==> src/rtl/stlru_pkg.sv <==
// ----------------------------------------------------------------------------
// stlru_pkg
// Shared types, codes and helpers of the set-associative tag store.
// ----------------------------------------------------------------------------
package stlru_pkg;

    localparam int AGE_W     = 3;
    localparam int WAY_IDX_W = 4;
    localparam int SLOT_W    = 8;

    localparam logic [AGE_W-1:0] AGE_MAX = 3'd7;

    typedef enum logic {
        OP_LOOKUP = 1'b0,
        OP_FILL   = 1'b1
    } op_t;

    typedef enum logic [1:0] {
        ST_CLEAR,
        ST_IDLE,
        ST_EVAL,
        ST_UPD
    } state_t;

    typedef struct packed {
        logic                 hit;
        logic                 wr;
        logic [WAY_IDX_W-1:0] way;
    } upd_res_t;

    function automatic logic [AGE_W-1:0] age_inc(input logic [AGE_W-1:0] a);
        return (a < AGE_MAX) ? a + 1'b1 : AGE_MAX;
    endfunction

endpackage

==> src/rtl/stlru_row_upd.sv <==
// ----------------------------------------------------------------------------
// stlru_row_upd
// Row update of one set: hit way, victim choice and new age/valid/tag row.
// ----------------------------------------------------------------------------
module stlru_row_upd import stlru_pkg::*; #(
    parameter int WAYS  = 4,
    parameter int TAG_W = 52
) (
    input  op_t                                 op,
    input  logic [TAG_W-1:0]                    tag_in,
    input  logic [WAYS-1:0]                     match,
    input  logic [WAYS*(1+AGE_W+TAG_W)-1:0]     row_in,
    output logic [WAYS*(1+AGE_W+TAG_W)-1:0]     row_out,
    output upd_res_t                            res
);

    localparam int ENT_W  = 1 + AGE_W + TAG_W;
    localparam int WAY_AW = (WAYS > 1) ? $clog2(WAYS) : 1;

    logic                  valid [WAYS];
    logic [AGE_W-1:0]      age   [WAYS];
    logic [TAG_W-1:0]      tag   [WAYS];
    logic                  hit_any;
    logic [WAY_AW-1:0]     fway;
    logic [WAY_AW-1:0]     vway;
    logic [AGE_W-1:0]      fage;

    always_comb begin
        for (int w = 0; w < WAYS; w++) begin
            {valid[w], age[w], tag[w]} = row_in[w*ENT_W +: ENT_W];
        end
    end

    always_comb begin
        logic             stop;
        logic [AGE_W-1:0] vage;
        hit_any = 1'b0;
        fway    = '0;
        for (int w = WAYS - 1; w >= 0; w--) begin
            if (valid[w] && match[w]) begin
                hit_any = 1'b1;
                fway    = WAY_AW'(w);
            end
        end
        fage = age[fway];
        stop = 1'b0;
        vage = '0;
        vway = '0;
        for (int w = 0; w < WAYS; w++) begin
            if (!stop) begin
                if (!valid[w]) begin
                    vway = WAY_AW'(w);
                    stop = 1'b1;
                end else if (age[w] >= vage) begin
                    vage = age[w];
                    vway = WAY_AW'(w);
                end
            end
        end
    end

    always_comb begin
        logic             nv;
        logic [AGE_W-1:0] na;
        logic [TAG_W-1:0] nt;
        for (int w = 0; w < WAYS; w++) begin
            nv = valid[w];
            na = age[w];
            nt = tag[w];
            if (op == OP_FILL) begin
                if (WAY_AW'(w) == vway) begin
                    nv = 1'b1;
                    na = '0;
                    nt = tag_in;
                end else begin
                    na = age_inc(age[w]);
                end
            end else if (hit_any) begin
                if (WAY_AW'(w) == fway) begin
                    na = '0;
                end else if (age[w] < fage) begin
                    na = age_inc(age[w]);
                end
            end
            row_out[w*ENT_W +: ENT_W] = {nv, na, nt};
        end
    end

    always_comb begin
        res.hit = (op == OP_LOOKUP) && hit_any;
        res.wr  = (op == OP_FILL) || hit_any;
        res.way = (op == OP_FILL) ? WAY_IDX_W'(vway) : WAY_IDX_W'(fway);
    end

endmodule

==> config.mk <==
export PLATFORM = sky130hd
export DESIGN_NAME = stlru_row_upd
export DESIGN_NICKNAME = d
export VERILOG_FILES = /design/src/rtl/stlru_pkg.sv /design/src/rtl/stlru_row_upd.sv
export SDC_FILE = /design/constraint.sdc
export NUM_CORES = 1
export LEC_CHECK = 0
export BUFFER_PORTS_ARGS = -buffer_cell sky130_fd_sc_hd__buf_2
export CAP_MARGIN = 40
export CORE_AREA = 2 2 199 201
export DETAILED_ROUTE_END_ITERATION = 10
export DIE_AREA = 0 0 201 203
export PLACE_DENSITY_LB_ADDON = 0.15
export SLEW_MARGIN = 20
export SYNTH_ARGS = -nofsm -noshare
export SYNTH_HDL_FRONTEND = slang
export SYNTH_SLANG_ARGS = --single-unit
==> constraint.sdc <==
create_clock -name vclk -period 4.5
set_input_delay 0.225 -clock vclk [all_inputs]
set_output_delay 0.225 -clock vclk [all_outputs]
set_load 0.01 [all_outputs]
After elaboration in Yosys (flattened, before gate mapping). Index checks and enable logic that the tools add are counted. Widths: inputs -> output; s select.

Register bits after elaboration: 0. Input bits: 281. Output and inout bits: 230. Logic and storage cells: 107.

$add $sub $neg: 4. Order comparisons: 13. Equal/unequal tests: 6. Multiplexer cells: 74. Bitwise operators: 2. Reduce and logical (&&, ||, !) cells: 8.

Operator list (number): $mux 52 (8); $mux 3 (34); $mux 2 (11); $mux 1 (20); $add 3x1->3 const B (4); $lt 3x3->1 (4); $lt 3x3->1 const B (4); $ge 3x3->1 (3); $eq 2x2->1 const A (4); $bmux 3 s2 (1); $logic_and 1x1->1 (5); $eq 1x2->1 const A (2); $logic_not 2->1 (2); $ge 3x1->1 const B (1); $ge 3x3->1 const B (1); $not 2->3 (1); $logic_or 1x1->1 (1); $not 1->1 (1).

Logic depth before layout (Yosys ltp). Gate-level depths: netlist of the first run.

Word-level depth: 18. Depth in mapped cells: 24. Depth with buffers taken out: 21.

Worst setup path after synthesis of the first run. Ideal clock, no wire load.

Path kind: input port to output port. Start point: input row_in[55]. End point: output row_out[10]. Arrival: 4.559 ns. Required time: 4.275 ns. Path slack: -0.284 ns. Cell stages on the path: 23. Path buffers: 3. Path through: buf_2 -> inv_1 -> nor2_1 -> ha_1 -> nor2b_1 -> o21ai_0 -> nand2_1 -> mux2_2 -> nand2_1 -> ha_1 -> a21oi_1 -> o21ai_0 -> nand2b_1 -> mux2_2 -> ha_1 -> and2_4 -> a221oi_4 -> o21ai_2 -> a21oi_1 -> and2_1 -> buf_6 -> buf_12 -> mux2_1.

Word-level cells in the longest chain between the ends: 16. Elaborated cells between the ends (all ways): 26. Classes of those cells: order compare: 3; mux: 22; reduce/logical: 1.

RTL lines: start: declaration (line stlru_row_upd.sv:12) `input logic [WAYS*(1+AGE_W+TAG_W)-1:0] row_in,`; $mux 3 (line stlru_row_upd.sv:51) `if (!valid[w]) begin`; $ge 3x3->1 (line stlru_row_upd.sv:54) `end else if (age[w] >= vage) begin`; $mux 3 (line stlru_row_upd.sv:54); $mux 3 (line stlru_row_upd.sv:51); $mux 3 (line stlru_row_upd.sv:50) `if (!stop) begin`; $ge 3x3->1 (line stlru_row_upd.sv:54); $mux 3 (line stlru_row_upd.sv:54); $mux 3 (line stlru_row_upd.sv:51); $mux 3 (line stlru_row_upd.sv:50); $ge 3x3->1 (line stlru_row_upd.sv:54); $mux 2 (line stlru_row_upd.sv:54); $mux 2 (line stlru_row_upd.sv:51); $mux 2 (*) (line stlru_row_upd.sv:50); $logic_not 2->1 (*) (line stlru_row_upd.sv:71) `if (WAY_AW'(w) == vway) begin`; $mux 52 (*) (line stlru_row_upd.sv:71); $mux 52 (*) (line stlru_row_upd.sv:70) `if (op == OP_FILL) begin`; end: declaration (line stlru_row_upd.sv:13) `output logic [WAYS*(1+AGE_W+TAG_W)-1:0] row_out,`.

Mark *: on every way between the ends. The rest lies on a longest branch, timed or not.

Worst setup path in the final report of the first run.
Start point: input row_in[55]. End point: output row_out[141].

Word-level cells in the longest chain between the ends: 16. Elaborated cells between the ends (all ways): 26. Classes of those cells: order compare: 3; eq/ne: 1; mux: 22.

RTL lines (line): $mux 3 (stlru_row_upd.sv:51); $ge 3x3->1 (stlru_row_upd.sv:54); $mux 3 (stlru_row_upd.sv:54); $mux 3 (stlru_row_upd.sv:51); $mux 3 (stlru_row_upd.sv:50); $ge 3x3->1 (stlru_row_upd.sv:54); $mux 3 (stlru_row_upd.sv:54); $mux 3 (stlru_row_upd.sv:51); $mux 3 (stlru_row_upd.sv:50); $ge 3x3->1 (stlru_row_upd.sv:54); $mux 2 (stlru_row_upd.sv:54); $mux 2 (stlru_row_upd.sv:51); $mux 2 (*) (stlru_row_upd.sv:50); $eq 2x2->1 (*) (stlru_row_upd.sv:71); $mux 52 (*) (stlru_row_upd.sv:71); $mux 52 (*) (stlru_row_upd.sv:70).

Marked as above.

==> flow_metrics.tcl, run 1 <==
set metrics [dict create \
    run_status "finished with violations" \
    violations "setup timing" \
    dp.cells 1484 \
    combPwrFrac_pct 100.0 \
    boundaryPins 511 \
    fillers 4310 \
    hold_viol 0 \
    grt_max_degree 42 \
    crit_required_ps 4280 \
    dr.pass1.iters 4 \
    clkbuf_count 0 \
    gr-usage-met3_pct 1.89 \
    crit_path_start_kind "input port" \
    critPathMaxStageDelay_ps 360 \
    use_met1_pct 17.3 \
    dieWidth_um 201 \
    sequentialPowerShare_pct 0 \
    grt_overflow 0 \
    vias 6027 \
    yosysUniqueCellTypes 63 \
    grt_first_pass_wirelength_mm 43.4 \
    tightestPinTransition_ps 572 \
    p_clk_share_pct 0 \
    wl_per_cell_um 21.8 \
    syn_to_final_growth_pct 119 \
    mostFrequentLayoutCells "buf_2, buf_6, mux2_2, mux2_4, mux2_1" \
    seq_cell_count 0 \
    routed_wl_mm 33.1 \
    grtUsageTotal_pct 14.3 \
    hp-start "row_in[216]" \
    relSlewSlack_pct 61.9 \
    final_common_cell "buf_2" \
    max_freq_ghz 0.218 \
    finalCriticalPeriod_ps 4590 \
    dpl.hpwl_mm 26.3 \
    place.gp.congestion 0.894 \
    die-area_um2 40800 \
    dieHeight_um 203 \
    drive_gt1_share_pct 78.5 \
    drt_iter0_drc 222 \
    drv_cap 0 \
    switchingPower_w 0.000552 \
    period_share_pct 102 \
    worstPathArrival_ps 4360 \
    grtUsageMet2_pct 26.4 \
    power_density_nw_per_um2 132 \
    end_kind "output port" \
    critical_path_class "in -> out" \
    coreArea_um2 38500 \
    irDropWorstVdd_mv 0.0416 \
    grt.busiest_layer "met2" \
    ff_latch_area_um2 0 \
    crit_top_cell "o21ai_2" \
    drv_slew 0 \
    seq_area_frac_synth_pct 0 \
    rows 72 \
    layout.nets 1302 \
    rsz0062_at_grt "true" \
    p_int_w 0.000623 \
    hp-class "in -> out" \
    drcViolationCount 0 \
    slowest_stage "a221oi_4" \
    setup_viol 161 \
    synth_area_per_cell_um2 9.01 \
    fin_util_pct 23.2 \
    viasPerCell 3.97 \
    place.port_buffers 509 \
    multi_input_area_um2 4150 \
    yosysWarnings 0 \
    p_leak_nw 4.41 \
    ant_nets 0 \
    grt_pass1_vias 5932 \
    fin_cells 1517 \
    start_util_pct 10.6 \
    syn_area_um2 4080 \
    crit_start "row_in[55]" \
    switching_share_pct 47.0 \
    synth_cells 453 \
    setup_slack_ps -86.8 \
    cp_max_fo 21 \
    power_w 0.00117 \
    antenna_found_initial 5 \
]
-- worst max-delay path: cells and delay by family --
kind | cells | cell delay [ps]
AOI/OAI and AO/OA | 5 | 790
buffers and inverters | 7 | 940
and+or+nand+nor | 7 | 760
muxes | 3 | 890
adders and majority gates | 3 | 730
-- final cells by class --
cell class | instances | area share (%)
multi-input combinational | 406 | 46.5
timing repair buffer | 575 | 45.5
tap | 518 | 7.26
inverter | 17 | 0.771
antenna | 1 | 0.0280
-- through the flow --
| step | instance area (um^2) | setup slack, ps | hold WS, ps | setup TNS (ps) |
|---|---|---|---|---|
| 2_1_floorplan | 4110 | -5.86 | 557 | -293 |
| 3_3_place_gp | 7380 | -439 | 740 | -62080 |
| 3_5_place_dp | 7380 | -484 | 743 | -64950 |
| 4_1_cts | 8290 | -125 | 747 | -13360 |
| 5_1_grt | 8920 | -317 | 753 | -53900 |
| 6_report | 8920 | -86.8 | 746 | -6120 |
-- layer usage --
layer	share of wire [%]	vias up
met4	3.4	8
met3	5.1	46
met2	51	275
li1	-	2816
met5	0.18	-
met1	40	2882
-- cells in the mapped netlist, types with 4 or more instances --
cell      instances  area [um^2]
nand2b_1          6         37.5
a31oi_1           4         25.0
mux2i_1           4         40.0
mux2_2           97         1090
nand2_1          39          146
nor2_1            8         30.0
and2_1            5         31.3
buf_2            14         70.1
inv_1            16         60.1
o22ai_1           5         31.3
ha_1             21          263
nand3_1          13         65.1
buf_12            5          100
buf_6             8         90.1
mux2_1          114         1280
a21oi_1          19         95.1
o21ai_0          16         80.1
-- cells by family (layout without fill, tap and decap cells) --
group / count (synthesis) / after routing / synth area share, %
simple gates: 87 / 87 / 10.9
mux: 215 / 215 / 59.2
other cells: 1 / 3 / 0.0919
fa+ha+maj: 21 / 21 / 6.44
compound gates: 81 / 81 / 14.9
buf+inv: 48 / 592 / 8.52
-- power by group through the flow --
| stage | Clock [W] | Sequential [W] | Combinational (W) |
|---|---|---|---|
| 6_report | 0.0000000000297 | 0 | 0.00117 |
| 5_1_grt | 0.0000000000297 | 0 | 0.00125 |
| 4_1_cts | 0 | 0 | 0.00109 |
| 3_5_place_dp | 0 | 0 | 0.000935 |
| 3_3_place_gp | 0 | 0 | 0.000941 |
| 2_1_floorplan | 0 | 0 | 0.000483 |
-- timing repair --
action	in CTS	in global routing
hold buffers	0	0
resized for setup	127	118
gates cloned	7	4
endpoints found under the setup margin	216	218
pin swaps	11	9
setup buffers	17	6
-- final timing paths --
| path | slack [ps] | end | depth (start not counted) |
|---|---|---|---|
| max | -90 | row_out[141] | 25 |
| min | 750 | row_out[216] | 3 |
(Power assumes the default switching activity.)
==> run 2: changes to the inputs <==
CELL_PAD_IN_SITES_DETAIL_PLACEMENT = 0   (was not set)
CELL_PAD_IN_SITES_GLOBAL_PLACEMENT = 1   (was not set)
CORE_AREA = 2 2 200 202   (was 2 2 199 201)
DIE_AREA = 0 0 202 204   (was 0 0 201 203)
==> flow_metrics.tcl, run 2 (synthesis gave the netlist of run 1 again) <==
set metrics [dict create \
    run_status "finished with violations" \
    violations "setup timing" \
    grt_overflow 0 \
    relSlewSlack_pct 59.7 \
    syn_to_final_growth_pct 161 \
    endpoint "row_out[75]" \
    pre_cts_slack_ps -325 \
    crit_top_cell "buf_4" \
    power_w 0.00145 \
    crit_required_ps 4280 \
    drv_slew 0 \
    setup_slack_ps -122 \
    dieHeight_um 204 \
    place.port_buffers 509 \
    dpl.hpwl_mm 28.3 \
    seq_cell_count 0 \
    die-area_um2 41200 \
    grtUsageTotal_pct 16.1 \
    wl_per_cell_um 24.0 \
    mostFrequentLayoutCells "buf_2, buf_6, mux2_4, buf_4, mux2_2" \
    final_common_cell "buf_2" \
    drcViolationCount 0 \
    vias 6263 \
    ff_latch_area_um2 0 \
    irDropWorstVdd_mv 0.0379 \
    fillers 4201 \
    crit_buf_inv 17 \
    grt_first_pass_wirelength_mm 48.4 \
    finalCriticalPeriod_ps 4620 \
    viasPerCell 4.04 \
    end_kind "output port" \
    grt_max_degree 27 \
    boundaryPins 511 \
    worstPathArrival_ps 4400 \
    dieWidth_um 202 \
    layout.nets 1329 \
    drt_iter0_drc 203 \
    rows 73 \
    antenna_found_initial 12 \
    coreArea_um2 39200 \
    max_freq_ghz 0.216 \
    clkbuf_count 0 \
    power_density_nw_per_um2 136 \
    ant_nets 0 \
    tightestPinTransition_ps 604 \
    crit_start "row_in[55]" \
    hp-class "in -> out" \
    drv_cap 0 \
    dr.pass1.iters 6 \
    slowest_stage "a221oi_4" \
    path_delay_family "buffers and inverters" \
    setup_viol 132 \
    start_util_pct 10.4 \
    cp.depth 29 \
    critPathMaxStageDelay_ps 330 \
    crit_path_start_kind "input port" \
    hold_viol 0 \
    p_leak_nw 5.36 \
    grt_pass1_vias 6332 \
    routed_wl_mm 37.3 \
    drive_gt1_share_pct 84.6 \
    period_share_pct 103 \
    critical_path_class "in -> out" \
    rsz0062_at_grt "true" \
    place.gp.congestion 0.878 \
    cp_max_fo 5 \
]
==> run 2: cell types whose count changed in the layout (fill, tap and decap cells not counted), sizes merged <==
cell / change
buf: +24
clkbuf: +3
diode: +1
==> run 2: layout make-up <==
type               instances  area [um^2]  share of cell area [%]
diodes                     2         5.00                  0.0469
well taps                525          657                    6.16
repair buffers           602         5260                    49.3
inverters                 17         68.8                   0.645
multi-input cells        406         4680                    43.9
==> run 2: power breakdown <==
group | leakage (nW) | total (W) | internal [W] | switching [W]
registers | 0 | 0 | 0 | 0
clock network | 0.0000127 | 0.0000000000595 | 0.0000000000595 | 0
logic | 5.36 | 0.00145 | 0.000820 | 0.000627
==> run 2: per-stage QoR <==
stage / cell area, um^2 / hold slack [ps] / utilization (%) / cells / setup TNS (ps)
2_1_floorplan: 4110 / 557 / - / 454 / -293
3_3_place_gp: 7430 / 740 / 19.0 / 1495 / -46490
3_5_place_dp: 7430 / 742 / 19.0 / 1495 / -48190
4_1_cts: 9620 / 743 / 24.6 / 1542 / -29860
5_1_grt: 10700 / 754 / 27.2 / 1552 / -40430
6_report: 10700 / 748 / 27.2 / 1552 / -7370
==> run 2: how the worst min path moves through the flow <==
stage              endpoint  cells past startpoint   startpoint
2_1_floorplan  row_out[223]                      1  row_in[223]
3_3_place_gp   row_out[210]                      3  row_in[210]
3_5_place_dp    row_out[62]                      3   row_in[62]
4_1_cts         row_out[62]                      3   row_in[62]
5_1_grt         row_out[62]                      3   row_in[62]
6_report        row_out[42]                      3   row_in[42]
==> run 2: layer usage <==
metal / track usage, % / share of wire (%) / up-vias
li1: - / - / 2880
met1: 19.6 / 40 / 3063
met2: 29.5 / 51 / 245
met3: 2.87 / 6.2 / 57
met4: 2.91 / 2.5 / 18
met5: 0 / 0.31 / -
==> run 2: tightest hold or removal path, delay by kind of cell <==
kind,cells,cell delay (ps)
buffers and inverters,2,160
multiplexers,1,130
==> run 2: what timing repair did <==
action,4_1_cts,5_1_grt
hold buffers,0,0
hold endpoints to repair,0,0
cloned,17,7
gates resized for setup,316,227
setup endpoints to repair,216,222
buffers inserted,30,10
pin swaps,18,24
